$ cat config.mk
export PLATFORM = sky130hd
export DESIGN_NAME = masked_byte_pattern_scanner_core_flat
export DESIGN_NICKNAME = d
export VERILOG_FILES = /design/src/design/mbps_pkg.sv /design/src/design/mbps_if.sv /design/src/design/mbps_front.sv /design/src/design/mbps_queue.sv /design/src/design/mbps_back.sv /design/src/design/masked_byte_pattern_scanner_core.sv /design/src/flat_wrapper.sv
export SDC_FILE = /design/constraint.sdc
export NUM_CORES = 1
export LEC_CHECK = 0
export ABC_AREA = 1
export BUFFER_PORTS_ARGS = -buffer_cell sky130_fd_sc_hd__buf_2
export CORE_MARGIN = 1.5
export CORE_UTILIZATION = 25
export CTS_CLUSTER_SIZE = 12
export DETAILED_ROUTE_END_ITERATION = 7
export PLACE_DENSITY = 0.42
export SLEW_MARGIN = 20
export SYNTH_ARGS = -nofsm -noshare
export SYNTH_HDL_FRONTEND = slang
export SYNTH_SLANG_ARGS = --single-unit
$ cat constraint.sdc
create_clock -name clk -period 7.6 [get_ports clk]
set_input_delay 1.52 -clock clk [delete_from_list [all_inputs] [get_ports clk]]
set_output_delay 1.52 -clock clk [all_outputs]
set_load 0.05 [all_outputs]
$ cat src/design/mbps_pkg.sv
// Shared types and constants for the masked byte pattern scanner.
// No dependencies; compile first.
`default_nettype none

package mbps_pkg;

	localparam int WINDOW_DEPTH = 16;
	localparam int ADDR_W       = 48;
	localparam int CFG_DATA_W   = 64;
	localparam int CFG_INDEX_W  = 2;
	localparam int PAT_BYTES    = 16;
	localparam int PAT_W        = 8 * PAT_BYTES;
	localparam int OFS_W        = 4;
	localparam int LEN_CFG_W    = 5;
	localparam int QUEUE_DEPTH  = 2;

	typedef enum logic [CFG_INDEX_W-1:0] {
		REG_PAT_LO  = 2'd0,
		REG_PAT_HI  = 2'd1,
		REG_CMP_EN  = 2'd2,
		REG_PAT_LEN = 2'd3
	} cfg_reg_t;

	typedef struct packed {
		logic              found;
		logic [ADDR_W-1:0] addr;
		logic [OFS_W-1:0]  offset;
	} result_t;

endpackage

`default_nettype wire

$ cat src/design/mbps_if.sv
// Valid/ready channel interfaces for scanner input bytes and scan results.
// Depends on mbps_pkg.
`default_nettype none

interface mbps_in_if;
	logic                        valid;
	logic                        ready;
	logic [7:0]                  data_byte;
	logic [mbps_pkg::ADDR_W-1:0] byte_address;
	logic                        region_start;
	logic                        scan_end;

	modport source (output valid, data_byte, byte_address, region_start, scan_end,
		input ready);
	modport sink (input valid, data_byte, byte_address, region_start, scan_end,
		output ready);
endinterface

interface mbps_out_if;
	logic                        valid;
	logic                        ready;
	logic                        found;
	logic [mbps_pkg::ADDR_W-1:0] match_address;

	modport source (output valid, found, match_address, input ready);
	modport sink (input valid, found, match_address, output ready);
endinterface

`default_nettype wire

$ cat src/design/mbps_front.sv
// Front end: configuration registers, byte window, masked compare and scan state.
// Classifies each accepted byte and pushes at most one result. Depends on mbps_pkg, mbps_if.
`default_nettype none

module mbps_front #(
	parameter int PATTERN_MAX = 16
) (
	input  wire logic                                clk,
	input  wire logic                                arst_n,
	mbps_in_if.sink                                  in_ch,
	input  wire logic                                cfg_write,
	input  wire logic [mbps_pkg::CFG_INDEX_W-1:0]    cfg_index,
	input  wire logic [mbps_pkg::CFG_DATA_W-1:0]     cfg_data,
	input  wire logic                                q_full,
	output logic                                     push,
	output mbps_pkg::result_t                        push_data
);

	localparam int MAXLEN = (PATTERN_MAX < mbps_pkg::WINDOW_DEPTH) ?
		PATTERN_MAX : mbps_pkg::WINDOW_DEPTH;
	localparam int FILL_W = $clog2(MAXLEN + 1);

	logic [mbps_pkg::PAT_W-1:0]      pat_q;
	logic [mbps_pkg::PAT_BYTES-1:0]  cmp_en_q;
	logic [mbps_pkg::LEN_CFG_W-1:0]  len_cfg_q;
	logic [7:0]                      win_q [MAXLEN];
	logic [7:0]                      win_nxt [MAXLEN];
	logic [FILL_W-1:0]               fill_q;
	logic [FILL_W-1:0]               fill_base;
	logic [FILL_W-1:0]               fill_nxt;
	logic                            done_q;
	logic [FILL_W-1:0]               eff_len;
	logic                            cmp_ok;
	logic                            match;
	logic                            accept;
	logic [mbps_pkg::OFS_W-1:0]      pidx;

	assign in_ch.ready = !q_full;
	assign accept      = in_ch.valid && in_ch.ready;

	always_ff @(posedge clk or negedge arst_n) begin
		if (!arst_n) begin
			pat_q     <= '0;
			cmp_en_q  <= '0;
			len_cfg_q <= mbps_pkg::LEN_CFG_W'(1);
		end else if (cfg_write) begin
			unique case (mbps_pkg::cfg_reg_t'(cfg_index))
				mbps_pkg::REG_PAT_LO:  pat_q[63:0]   <= cfg_data;
				mbps_pkg::REG_PAT_HI:  pat_q[127:64] <= cfg_data;
				mbps_pkg::REG_CMP_EN:  cmp_en_q      <= cfg_data[15:0];
				mbps_pkg::REG_PAT_LEN: len_cfg_q     <= cfg_data[mbps_pkg::LEN_CFG_W-1:0];
			endcase
		end
	end

	always_comb begin
		if (len_cfg_q == '0) begin
			eff_len = FILL_W'(1);
		end else if (len_cfg_q > mbps_pkg::LEN_CFG_W'(MAXLEN)) begin
			eff_len = FILL_W'(MAXLEN);
		end else begin
			eff_len = FILL_W'(len_cfg_q);
		end
	end

	always_comb begin
		win_nxt[0] = in_ch.data_byte;
		for (int k = 1; k < MAXLEN; k++) begin
			win_nxt[k] = win_q[k-1];
		end
	end

	always_comb begin
		cmp_ok = 1'b1;
		pidx   = '0;
		for (int k = 0; k < MAXLEN; k++) begin
			pidx = mbps_pkg::OFS_W'(32'(eff_len) - 32'(k) - 32'd1);
			if (k < 32'(eff_len) && cmp_en_q[pidx] &&
				win_nxt[k] != pat_q[8*pidx +: 8]) begin
				cmp_ok = 1'b0;
			end
		end
	end

	always_comb begin
		fill_base = in_ch.region_start ? '0 : fill_q;
		fill_nxt  = (fill_base < FILL_W'(MAXLEN)) ? fill_base + FILL_W'(1) : fill_base;
	end

	assign match = !done_q && (fill_nxt >= eff_len) && cmp_ok;
	assign push  = accept && (match || (in_ch.scan_end && !done_q));

	always_comb begin
		push_data.found  = match;
		push_data.addr   = match ? in_ch.byte_address : '0;
		push_data.offset = match ? mbps_pkg::OFS_W'(eff_len - FILL_W'(1)) : '0;
	end

	always_ff @(posedge clk or negedge arst_n) begin
		if (!arst_n) begin
			fill_q <= '0;
			done_q <= 1'b0;
			for (int k = 0; k < MAXLEN; k++) begin
				win_q[k] <= '0;
			end
		end else if (accept) begin
			win_q  <= win_nxt;
			fill_q <= in_ch.scan_end ? '0 : fill_nxt;
			done_q <= in_ch.scan_end ? 1'b0 : (done_q || match);
		end
	end

	a_scan_end_clears: assert property (@(posedge clk) disable iff (!arst_n)
		accept && in_ch.scan_end |=> fill_q == '0 && !done_q)
		else $error("scan state not cleared after scan end");

endmodule

`default_nettype wire

$ cat src/design/mbps_queue.sv
// Short result queue between front end and output stage.
// Depends on mbps_pkg.
`default_nettype none

module mbps_queue (
	input  wire logic               clk,
	input  wire logic               arst_n,
	input  wire logic               push,
	input  wire mbps_pkg::result_t  push_data,
	input  wire logic               pop,
	output mbps_pkg::result_t       pop_data,
	output logic                    full,
	output logic                    empty
);

	localparam int PTR_W = (mbps_pkg::QUEUE_DEPTH > 1) ? $clog2(mbps_pkg::QUEUE_DEPTH) : 1;
	localparam int CNT_W = $clog2(mbps_pkg::QUEUE_DEPTH + 1);

	mbps_pkg::result_t   mem_q [mbps_pkg::QUEUE_DEPTH];
	logic [PTR_W-1:0]    wr_q;
	logic [PTR_W-1:0]    rd_q;
	logic [CNT_W-1:0]    cnt_q;

	assign full     = cnt_q == CNT_W'(mbps_pkg::QUEUE_DEPTH);
	assign empty    = cnt_q == '0;
	assign pop_data = mem_q[rd_q];

	always_ff @(posedge clk) begin
		if (push) begin
			mem_q[wr_q] <= push_data;
		end
	end

	always_ff @(posedge clk or negedge arst_n) begin
		if (!arst_n) begin
			wr_q  <= '0;
			rd_q  <= '0;
			cnt_q <= '0;
		end else begin
			if (push) begin
				wr_q <= (wr_q == PTR_W'(mbps_pkg::QUEUE_DEPTH - 1)) ? '0 : wr_q + PTR_W'(1);
			end
			if (pop) begin
				rd_q <= (rd_q == PTR_W'(mbps_pkg::QUEUE_DEPTH - 1)) ? '0 : rd_q + PTR_W'(1);
			end
			if (push && !pop) begin
				cnt_q <= cnt_q + CNT_W'(1);
			end else if (pop && !push) begin
				cnt_q <= cnt_q - CNT_W'(1);
			end
		end
	end

	a_no_overflow: assert property (@(posedge clk) disable iff (!arst_n)
		!(push && full))
		else $error("push into full queue");

	a_no_underflow: assert property (@(posedge clk) disable iff (!arst_n)
		!(pop && empty))
		else $error("pop from empty queue");

endmodule

`default_nettype wire

$ cat src/design/mbps_back.sv
// Back end: forms the match address and holds the result register on the output channel.
// Depends on mbps_pkg, mbps_if.
`default_nettype none

module mbps_back (
	input  wire logic               clk,
	input  wire logic               arst_n,
	input  wire logic               q_empty,
	input  wire mbps_pkg::result_t  q_data,
	output logic                    pop,
	mbps_out_if.source              out_ch
);

	logic                        valid_q;
	logic                        found_q;
	logic [mbps_pkg::ADDR_W-1:0] addr_q;

	assign pop = !q_empty && (!valid_q || out_ch.ready);

	always_ff @(posedge clk or negedge arst_n) begin
		if (!arst_n) begin
			valid_q <= 1'b0;
		end else if (pop) begin
			valid_q <= 1'b1;
		end else if (out_ch.ready) begin
			valid_q <= 1'b0;
		end
	end

	always_ff @(posedge clk) begin
		if (pop) begin
			found_q <= q_data.found;
			addr_q  <= q_data.found ?
				q_data.addr - mbps_pkg::ADDR_W'(q_data.offset) : '0;
		end
	end

	assign out_ch.valid         = valid_q;
	assign out_ch.found         = found_q;
	assign out_ch.match_address = addr_q;

	a_notfound_zero: assert property (@(posedge clk) disable iff (!arst_n)
		valid_q && !found_q |-> addr_q == '0)
		else $error("not-found result carries nonzero address");

endmodule

`default_nettype wire

$ cat src/design/masked_byte_pattern_scanner_core.sv
// Masked byte pattern scanner, top level.
// Depends on mbps_pkg, mbps_if, mbps_front, mbps_queue, mbps_back.
//
// Usage:
//   in_ch carries one memory byte per transfer with its address, a region-start
//   flag and a scan-end flag. out_ch carries at most one result per scan: found
//   with the address of the match's first byte, or not-found on the scan-end byte.
//   cfg_write/cfg_index/cfg_data write the pattern, compare enables and length;
//   write only while no result is pending.
// Throughput: one byte per cycle while the result queue has room; the masked compare
//   of the whole window is combinational in the front end.
// Result path: the front end writes the queue at the byte's transfer edge and the
//   back end loads the output register from the queue once that register is empty
//   or its result is being taken, which sets out_ch.valid.
// Stall: a two-entry result queue decouples the front end; in_ch.ready drops
//   only while both entries are held because out_ch is not taking results.
// Reset: arst_n clears the window, fill count, scan state, queue and output
//   valid; pattern registers return to zero and length to one.
`default_nettype none

module masked_byte_pattern_scanner_core #(
	parameter int PATTERN_MAX = 16
) (
	input  wire logic                             clk,
	input  wire logic                             arst_n,
	mbps_in_if.sink                               in_ch,
	mbps_out_if.source                            out_ch,
	input  wire logic                             cfg_write,
	input  wire logic [mbps_pkg::CFG_INDEX_W-1:0] cfg_index,
	input  wire logic [mbps_pkg::CFG_DATA_W-1:0]  cfg_data
);

	logic              push;
	logic              pop;
	logic              q_full;
	logic              q_empty;
	mbps_pkg::result_t push_data;
	mbps_pkg::result_t pop_data;

	mbps_front #(
		.PATTERN_MAX(PATTERN_MAX)
	) u_front (
		.clk       (clk),
		.arst_n    (arst_n),
		.in_ch     (in_ch),
		.cfg_write (cfg_write),
		.cfg_index (cfg_index),
		.cfg_data  (cfg_data),
		.q_full    (q_full),
		.push      (push),
		.push_data (push_data)
	);

	mbps_queue u_queue (
		.clk       (clk),
		.arst_n    (arst_n),
		.push      (push),
		.push_data (push_data),
		.pop       (pop),
		.pop_data  (pop_data),
		.full      (q_full),
		.empty     (q_empty)
	);

	mbps_back u_back (
		.clk     (clk),
		.arst_n  (arst_n),
		.q_empty (q_empty),
		.q_data  (pop_data),
		.pop     (pop),
		.out_ch  (out_ch)
	);

endmodule

`default_nettype wire

$ cat src/flat_wrapper.sv
// flat-port wrapper written by rule: the top's interface ports become plain ports
module masked_byte_pattern_scanner_core_flat 
#(
	parameter int PATTERN_MAX = 16
)
  (clk, arst_n, cfg_write, cfg_index, cfg_data, in_ch_valid, in_ch_data_byte, in_ch_byte_address, in_ch_region_start, in_ch_scan_end, in_ch_ready, out_ch_valid, out_ch_found, out_ch_match_address, out_ch_ready);
  mbps_in_if in_ch_i ();
  mbps_out_if out_ch_i ();
  input  wire logic clk;
  input  wire logic arst_n;
  input  wire logic cfg_write;
  input  wire logic [mbps_pkg::CFG_INDEX_W-1:0] cfg_index;
  input  wire logic [mbps_pkg::CFG_DATA_W-1:0] cfg_data;
  input wire logic [$bits(in_ch_i.valid)-1:0] in_ch_valid;
  input wire logic [$bits(in_ch_i.data_byte)-1:0] in_ch_data_byte;
  input wire logic [$bits(in_ch_i.byte_address)-1:0] in_ch_byte_address;
  input wire logic [$bits(in_ch_i.region_start)-1:0] in_ch_region_start;
  input wire logic [$bits(in_ch_i.scan_end)-1:0] in_ch_scan_end;
  output wire logic [$bits(in_ch_i.ready)-1:0] in_ch_ready;
  output wire logic [$bits(out_ch_i.valid)-1:0] out_ch_valid;
  output wire logic [$bits(out_ch_i.found)-1:0] out_ch_found;
  output wire logic [$bits(out_ch_i.match_address)-1:0] out_ch_match_address;
  input wire logic [$bits(out_ch_i.ready)-1:0] out_ch_ready;
  assign in_ch_i.valid = in_ch_valid;
  assign in_ch_i.data_byte = in_ch_data_byte;
  assign in_ch_i.byte_address = in_ch_byte_address;
  assign in_ch_i.region_start = in_ch_region_start;
  assign in_ch_i.scan_end = in_ch_scan_end;
  assign in_ch_ready = in_ch_i.ready;
  assign out_ch_valid = out_ch_i.valid;
  assign out_ch_found = out_ch_i.found;
  assign out_ch_match_address = out_ch_i.match_address;
  assign out_ch_i.ready = out_ch_ready;
  masked_byte_pattern_scanner_core #(.PATTERN_MAX(PATTERN_MAX)) u_core (.clk(clk), .arst_n(arst_n), .in_ch(in_ch_i), .out_ch(out_ch_i), .cfg_write(cfg_write), .cfg_index(cfg_index), .cfg_data(cfg_data));
endmodule
After elaboration in Yosys (flattened, before gate mapping)
Memories as Yosys holds them, arrays and structs flattened. Cells that the tools add are included. Widths: inputs -> output; s select.

RAM bits: 106. Word-level logic and storage cells: 258. Register bits: 329. Output and inout bits: 51. Memories: 1. Input port bits: 129.

Shift operators: 16. Reduce and logical (&&, ||, !) cells: 58. Muxes and demuxes: 64. Add/sub/neg operators: 37. Equal/unequal tests: 20. Order comparisons: 35.

Memories: u_core.u_queue.mem_q (depth 2, bits a word 53, rd ports 1, clocked after Yosys merged registers in 0, write ports 1, RTL line mbps_queue.sv:19) `mbps_pkg::result_t mem_q [mbps_pkg::QUEUE_DEPTH];`.

Operators with widths (count): $shiftx 128x8->8 (16); $ne 8x8->1 (16); $lt 4x5->1 const B (16); $sub 4x2->4 const B (17); $bmux 1 s4 (16); $mux 48 (1); $sub 48x4->48 (1); $logic_and 1x1->1 (40); $lt 4x5->1 const A (8); $mux 1 (39); $sub 4x4->4 const B (8); $mux 5 (5); $lt 3x5->1 const A (4); $sub 4x3->4 const B (4); $lt 1x5->1 const A (2); $lt 2x5->1 const A (2); $reduce_and 2->1 (4); $sub 4x1->4 const B (2); $eq 2x2->1 const B (3); $logic_not 1->1 (6); $add 5x1->5 const B (1); $ge 5x5->1 (1); $gt 5x5->1 const B (1); $logic_not 5->1 (1); 10 further kinds (16).

Depth between registers and ports, before layout
Depth after elaboration: 31. Mapped depth: 33. Mapped depth without buffers: 29.

Hierarchy
A second synthesis with hierarchy kept.

Cell total of the unflattened synthesis: 4070. Area, all modules: 28378.5 um2.

Modules (own cells, without submodules): mbps_front (cells each 3430, times used 1, area each 20806.2 um2, sequential area each 6882.9 um2); mbps_queue (cells each 190, times used 1, area each 4281.6 um2, sequential area each 3283.1 um2); mbps_back (cells each 450, times used 1, area each 3290.7 um2, sequential area each 1496.4 um2).

Worst setup path after synthesis
OpenSTA, ideal clock, no wires.

Kind: flip-flop to flip-flop. Start: register u_core.u_front.len_cfg_q[0] (netlist bit). End: memory u_core.u_queue.mem_q[1][0] (netlist bit), enable pin. Period minus slack after synthesis: 6553 ps. Setup time: 481 ps. Setup slack: 1047 ps. Buffers on the path: 5. Data required time: 7119 ps. Stages on the path, launching flop included: 26. Data arrival time: 6072 ps. Cells stage by stage: dfstp_2 -> nor2_4 -> nand2_4 -> nand2_2 -> nand2_2 -> buf_2 -> buf_1 -> ha_1 -> clkbuf_1 -> clkinv_1 -> clkbuf_1 -> clkbuf_1 -> nand3_1 -> nand3_1 -> nand3_1 -> nand3_1 -> nand2_1 -> inv_1 -> nand2_1 -> nor2_1 -> nand2_1 -> nand2_1 -> nand4_1 -> nor2_2 -> nand3_1 -> a21oi_1.

Cells in the longest elaborated chain, start to end: 29. Elaborated cells between the ends (all ways): 169. Those cells by class: add/sub (30); order compare (18); eq/ne (16); shift (16); mux (52); reduce/logical (37).

Ends and longest elaborated chain: start, declared (RTL line mbps_front.sv:25) `logic [mbps_pkg::LEN_CFG_W-1:0] len_cfg_q;`; start signal, assigned (RTL line mbps_front.sv:45) `len_cfg_q <= mbps_pkg::LEN_CFG_W'(1);`; start signal, assigned (RTL line mbps_front.sv:51) `mbps_pkg::REG_PAT_LEN: len_cfg_q <= cfg_data[mbps_pkg::LEN_CFG_W-1:0];`; $gt 5x5->1 (RTL line mbps_front.sv:59) `end else if (len_cfg_q > mbps_pkg::LEN_CFG_W'(MAXLEN)) begin`; $mux 5 (RTL line mbps_front.sv:59); $mux 5 (*) (RTL line mbps_front.sv:57) `if (len_cfg_q == '0) begin`; parallel branches: the longest is 21 deep, another holds $sub 4x1->4; $logic_and 1x1->1 (*) (RTL line mbps_front.sv:90) `assign match = !done_q && (fill_nxt >= eff_len) && cmp_ok;`; $logic_or 1x1->1 (*) (RTL line mbps_front.sv:91) `assign push = accept && (match || (in_ch.scan_end && !done_q));`; $logic_and 1x1->1 (*) (RTL line mbps_front.sv:91); $mux 1 (*) (RTL line mbps_queue.sv:29) `if (push) begin`; $mux 1 (implied by the code) (*) (RTL line mbps_queue.sv:30) `mem_q[wr_q] <= push_data;`; end, declared (RTL line mbps_queue.sv:19).

Every way passes the cells marked *. The select of a mux whose other input is x is not followed.

Worst setup path after layout
Start: register u_core.u_front.len_cfg_q[4] (netlist bit). End: memory u_core.u_queue.mem_q[1][4] (netlist bit), enable pin.

The elaborated chain is that of the path after synthesis.

==> flow_summary.html <==
<table>
<tr><th>Metric</th><th>Value</th></tr>
<tr><th colspan="2">Floorplan</th></tr>
<tr><td>Row count</td><td>123</td></tr>
<tr><td>Die X</td><td>roughly 340 µm</td></tr>
<tr><td>Initial Utilization</td><td>25.1%</td></tr>
<tr><td>Chip Height</td><td>roughly 340 µm</td></tr>
<tr><td>Core Area</td><td>roughly 110,000 µm²</td></tr>
<tr><td>Area of the die</td><td>~110,000 µm²</td></tr>
<tr><td>Boundary pin count</td><td>180</td></tr>
<tr><th colspan="2">Route</th></tr>
<tr><td>Vias post-DR</td><td>between 20,000 and 30,000</td></tr>
<tr><td>Remaining antenna violation count</td><td>0</td></tr>
<tr><td>Routed vias/inst</td><td>4.88</td></tr>
<tr><td>Iter 0 DRT Violations</td><td>2,728</td></tr>
<tr><td>Wire length after detailed routing</td><td>between 100,000 and 150,000 µm</td></tr>
<tr><td>DRT Pass-1 Iters</td><td>6</td></tr>
<tr><td>DR WL/cell</td><td>between 20 and 25 µm</td></tr>
<tr><td>Number of remaining DRC errors</td><td>0</td></tr>
<tr><th colspan="2">Power</th></tr>
<tr><td>Leakage dissipation</td><td>15.8 nW</td></tr>
<tr><td>Areal power density over the cells</td><td>roughly 410 nW/µm²</td></tr>
<tr><td>Worst IR drop on VDD</td><td>between 0.00015 and 0.0002 V</td></tr>
<tr><th colspan="2">Timing</th></tr>
<tr><td>F_max</td><td>between 150 and 200 MHz</td></tr>
<tr><td>Worst hold margin</td><td>0.469 ns</td></tr>
<tr><td>Final Critical Period</td><td>between 5 and 6 ns</td></tr>
<tr><td>Clock skew</td><td>~0.041 ns</td></tr>
<tr><td>Measured slew at the worst slew-check pin</td><td>~1.0 ns</td></tr>
<tr><td>Number of failing setup endpoints in the final timing report</td><td>0</td></tr>
<tr><td>RSZ-0062 raised after global routing</td><td>no</td></tr>
<tr><td>Headroom to the max-slew limit</td><td>slightly above 30%</td></tr>
<tr><td>Worst Slack Setup Final</td><td>approximately 1.9 ns</td></tr>
<tr><td>Share of the clock period used by the worst path</td><td>75.0%</td></tr>
<tr><td>Final count of pins violating max slew</td><td>0</td></tr>
<tr><td>Final count of hold timing violations</td><td>0</td></tr>
<tr><td>Setup TNS</td><td>0 ns</td></tr>
<tr><th colspan="2">Clock network</th></tr>
<tr><td>Clock slew seen by the registers of the worst setup and hold paths</td><td>approximately 0.060 ns</td></tr>
<tr><td>Clock buffers created by TritonCTS</td><td>54</td></tr>
<tr><td>Number of buffers on the longest clock path</td><td>3</td></tr>
<tr><td>Clock tree from TritonCTS</td><td>done</td></tr>
<tr><td>Setup bufs post-CTS</td><td>0</td></tr>
<tr><td>CTS sink count</td><td>435</td></tr>
<tr><td>H-tree level count</td><td>2</td></tr>
<tr><td>CTS root buffer</td><td>sky130_fd_sc_hd__clkbuf_16</td></tr>
<tr><td>Number of instances resized during post-cts repair</td><td>0</td></tr>
<tr><td>Clock latency of the later-clocked register in the worst-skew pair</td><td>between 0.6 and 0.7 ns</td></tr>
<tr><td>Number of buffers added to fix hold violations after cts</td><td>0</td></tr>
<tr><th colspan="2">Yosys</th></tr>
<tr><td>Synthesized flop and latch total</td><td>435</td></tr>
<tr><td>Share of Yosys cell area claimed by the top area cell type</td><td>between 20% and 30%</td></tr>
<tr><td>Share of the synthesized area in compound gates (AO/OA/AOI/OAI)</td><td>roughly 8.7%</td></tr>
<tr><td>Cell types occupying the most area after synthesis</td><td>sky130_fd_sc_hd__dfrtp_1, sky130_fd_sc_hd__nand2_1, sky130_fd_sc_hd__edfxtp_1</td></tr>
<tr><td>Area share of fa/ha/maj cells after synthesis</td><td>0.603%</td></tr>
<tr><td>Xor/xnor cell area share of the yosys netlist</td><td>0.275%</td></tr>
<tr><td>Main flop type after synthesis</td><td>sky130_fd_sc_hd__dfrtp_1</td></tr>
<tr><td>Main combinational cell family by area after synthesis</td><td>simple AND/OR/NAND/NOR gates</td></tr>
<tr><td>Number of enable flip-flop cells after synthesis</td><td>between 150 and 200</td></tr>
<tr><td>Post-synthesis net count</td><td>approximately 4,300</td></tr>
<tr><td>Number of library cell types mapped by synthesis</td><td>51</td></tr>
<tr><td>Share of async-settable or async-resettable flops after synthesis</td><td>between 60% and 70%</td></tr>
<tr><td>Multiplexer share of the synthesized area</td><td>less than 1%</td></tr>
<tr><td>Warnings from Yosys</td><td>0</td></tr>
<tr><td>Cell area after synthesis</td><td>28,200 µm²</td></tr>
<tr><td>Synth Area per Inst</td><td>slightly below 7 µm²</td></tr>
<tr><td>Basic-gate share of the synthesized area counting and, or, nand and nor cells</td><td>about two fifths</td></tr>
<tr><td>Share of synthesized area occupied by flip-flops and latches</td><td>41.3%</td></tr>
<tr><td>Cells after Synth</td><td>roughly 4,100</td></tr>
<tr><td>Cell taking the most area after synthesis</td><td>sky130_fd_sc_hd__dfrtp_1</td></tr>
<tr><th colspan="2">Critical path</th></tr>
<tr><td>Type of the setup path with the least slack</td><td>reg -&gt; reg</td></tr>
<tr><td>Largest fanout of any net on the critical path</td><td>53</td></tr>
<tr><td>Data arrival, critical path</td><td>between 5 and 6 ns</td></tr>
<tr><td>Number of buffers and inverters on the critical path</td><td>4</td></tr>
<tr><td>Slowest cell on the critical path</td><td>sky130_fd_sc_hd__ha_1</td></tr>
<tr><td>Crit path launch type</td><td>flop</td></tr>
<tr><td>CP endpoint kind</td><td>flop</td></tr>
<tr><td>Most prevalent standard cell on the critical path</td><td>sky130_fd_sc_hd__nand3_1</td></tr>
<tr><td>Largest delay share family, worst path</td><td>simple AND/OR/NAND/NOR gates</td></tr>
<tr><td>Cell chain of the critical path</td><td>inv_2 &gt; nand3_1 &gt; nand2_4 &gt; ha_1 &gt; clkinv_1 &gt; buf_4 &gt; nand3_1 &gt; nand3_1 &gt; nand3_1 &gt; nand2_1 &gt; nand2_1 &gt; nand2_1 &gt; nand3_1 &gt; nor2_1 &gt; nand2_1 &gt; nand2_1 &gt; nand4_1 &gt; nor2_2 &gt; nand3_1 &gt; a21oi_4 &gt; buf_4</td></tr>
<tr><td>Data required time of the critical path</td><td>between 7 and 8 ns</td></tr>
<tr><td>Highest cell delay on the worst timing path</td><td>between 0.6 and 0.7 ns</td></tr>
<tr><th colspan="2">Cells and area</th></tr>
<tr><td>Area used by multi-input combinational logic</td><td>about 14,000 µm²</td></tr>
<tr><td>Proportion of layout cells with a drive suffix above 1</td><td>around a tenth</td></tr>
<tr><td>Post-route cell area</td><td>32,300 µm²</td></tr>
<tr><td>Final net count</td><td>around 4,400</td></tr>
<tr><td>Signed area change from the synthesized netlist to the final layout</td><td>14.6%</td></tr>
<tr><td>Layout filler cell count</td><td>approximately 13,000</td></tr>
<tr><td>Diodes inserted</td><td>0</td></tr>
<tr><td>Area occupied by registers</td><td>~12,000 µm²</td></tr>
<tr><th colspan="2">Global routing</th></tr>
<tr><td>Met3 Usage GRT</td><td>2.73%</td></tr>
<tr><td>Total routing usage reported by global routing</td><td>about 22%</td></tr>
<tr><td>Number of global-route vias before repair</td><td>between 20,000 and 30,000</td></tr>
<tr><td>First-pass GRT wire length</td><td>around 190,000 µm</td></tr>
<tr><td>Met1 track demand over resource</td><td>between 20% and 30%</td></tr>
<tr><td>Global-route congestion overflow total</td><td>0</td></tr>
<tr><td>Maximum number of pins on one net before global-route repair</td><td>between 150 and 200</td></tr>
<tr><td>Fraction of met2 tracks used by global routing</td><td>36.6%</td></tr>
<tr><td>Initial antenna violation count</td><td>7</td></tr>
<tr><td>Most used routing layer</td><td>met2</td></tr>
<tr><th colspan="2">Placement</th></tr>
<tr><td>Placed inst area</td><td>between 30,000 and 40,000 µm²</td></tr>
<tr><td>Routability-driven placement congestion ratio</td><td>slightly below 1</td></tr>
<tr><td>Pre-CTS setup slack</td><td>around 2 ns</td></tr>
<tr><td>I/O Buffers</td><td>around 180</td></tr>
<tr><td>Estimated wirelength of the detail-placed design</td><td>just under 100,000 µm</td></tr>
<tr><th colspan="2">Status</th></tr>
<tr><td>Result of the run</td><td>completed</td></tr>
<tr><th colspan="2">Run</th></tr>
<tr><td>Total of max-cap violations</td><td>0</td></tr>
<tr><th colspan="2">Worst hold path</th></tr>
<tr><td>Classification of the worst-slack hold path</td><td>reg -&gt; reg</td></tr>
</table>
[registers in the layout, indices dropped and copies added, names as in the netlist]
signal,cells
u_core.u_front.cmp_en_q,16
u_core.u_front.len_cfg_q,5
u_core.u_front.pat_q,128
u_core.u_queue.cnt_q,2
u_core.u_back.out_ch.valid,1
u_core.u_back.out_ch.found,1
u_core.u_back.out_ch.match_address,48
u_core.u_queue.mem_q,106
u_core.u_queue.rd_q,1
u_core.u_front.win_nxt,120
u_core.u_front.done_q,1
u_core.u_queue.wr_q,1
u_core.u_front.fill_q,5
[final cells by class]
class	instances	area share [%]
clock buffer	76	4.68
clock inverter	25	0.894
inverter	512	5.95
multi-input combinational	2989	42.7
sequential	435	36.1
tap	1500	5.81
timing repair buffer	219	3.85
[power by group]
part	switching (mW)	total [mW]	internal [mW]
Sequential	0.584	3.69	3.10
Combinational	5.05	6.82	1.77
Clock	1.11	2.65	1.54
[through the flow]
step | utilization (%) | instances | total power, mW
6_report | 28.8 | 5756 | 13.2
5_1_grt | 28.8 | 5756 | 14.1
4_1_cts | 28.8 | 5756 | 13.2
3_5_place_dp | 27.2 | 5655 | 10.5
3_3_place_gp | 27.2 | 5655 | 10.5
2_1_floorplan | - | 4131 | 7.97
[kinds of logic (layout without fill, tap and decap cells)]
logic type	after synthesis	after routing
AO/OA/AOI/OAI	471	471
XOR/XNOR	8	8
adder cells (fa/ha/maj)	13	13
buffers and inverters	707	832
flip-flops	435	435
multiplexers	26	26
AND/OR/NAND/NOR	2471	2471
[synth_stat cells, types with 14 or more instances]
cell type	n
sky130_fd_sc_hd__edfxtp_1	155
sky130_fd_sc_hd__a21oi_1	58
sky130_fd_sc_hd__nor2_2	52
sky130_fd_sc_hd__buf_4	16
sky130_fd_sc_hd__nand4_1	14
sky130_fd_sc_hd__inv_1	487
sky130_fd_sc_hd__buf_1	32
sky130_fd_sc_hd__buf_2	63
sky130_fd_sc_hd__or2_2	24
sky130_fd_sc_hd__mux2i_1	26
sky130_fd_sc_hd__dfrtp_1	279
sky130_fd_sc_hd__nand2_1	1338
sky130_fd_sc_hd__inv_2	17
sky130_fd_sc_hd__o21ai_0	378
sky130_fd_sc_hd__nand3_1	857
sky130_fd_sc_hd__clkbuf_1	78
sky130_fd_sc_hd__nor2_1	139
[worst paths after layout]
path	from	end	slack, ns	depth (start not counted)
max	u_core.u_front.len_cfg_q[4]$_DFFE_PN0P_	u_core.u_queue.mem_q[1][4]$_DFFE_PP_	1.90	21
min	u_core.u_queue.cnt_q[0]$_DFFE_PN0P_	u_core.u_queue.cnt_q[0]$_DFFE_PN0P_	0.47	1
max reg2reg	u_core.u_front.len_cfg_q[4]$_DFFE_PN0P_	u_core.u_queue.mem_q[1][4]$_DFFE_PP_	1.90	21
min reg2reg	u_core.u_queue.cnt_q[0]$_DFFE_PN0P_	u_core.u_queue.cnt_q[0]$_DFFE_PN0P_	0.47	1
max in group asynchronous	arst_n	u_core.u_front.pat_q[101]$_DFFE_PN0P_	5.42	2
min in group asynchronous	arst_n	u_core.u_front.win_nxt[28]$_DFFE_PN0P_	0.89	1
[metal layers]
metal / vias to the layer above / part of all wire, %
met1: 13336 / 42
met2: 936 / 46
li1: 13572 / -
met4: 2 / 6.1
met5: - / 0.0078
met3: 238 / 5.4
[placed cells by master (no fill, tap or decap), types with 13 or more instances in the layout]
| master | count |
|---|---|
| sky130_fd_sc_hd__o21ai_0 | 377 |
| sky130_fd_sc_hd__inv_1 | 486 |
| sky130_fd_sc_hd__mux2i_1 | 26 |
| sky130_fd_sc_hd__inv_2 | 18 |
| sky130_fd_sc_hd__edfxtp_1 | 155 |
| sky130_fd_sc_hd__buf_2 | 178 |
| sky130_fd_sc_hd__clkbuf_16 | 54 |
| sky130_fd_sc_hd__or2_2 | 24 |
| sky130_fd_sc_hd__nor2_1 | 139 |
| sky130_fd_sc_hd__nor3_1 | 13 |
| sky130_fd_sc_hd__clkbuf_1 | 14 |
| sky130_fd_sc_hd__nor2_2 | 52 |
| sky130_fd_sc_hd__nand2_1 | 1335 |
| sky130_fd_sc_hd__dfrtp_1 | 278 |
| sky130_fd_sc_hd__nand3_1 | 856 |
| sky130_fd_sc_hd__nand4_1 | 14 |
| sky130_fd_sc_hd__a21oi_1 | 56 |
| sky130_fd_sc_hd__buf_4 | 37 |
Note: power is estimated with default switching activity, not from simulation.
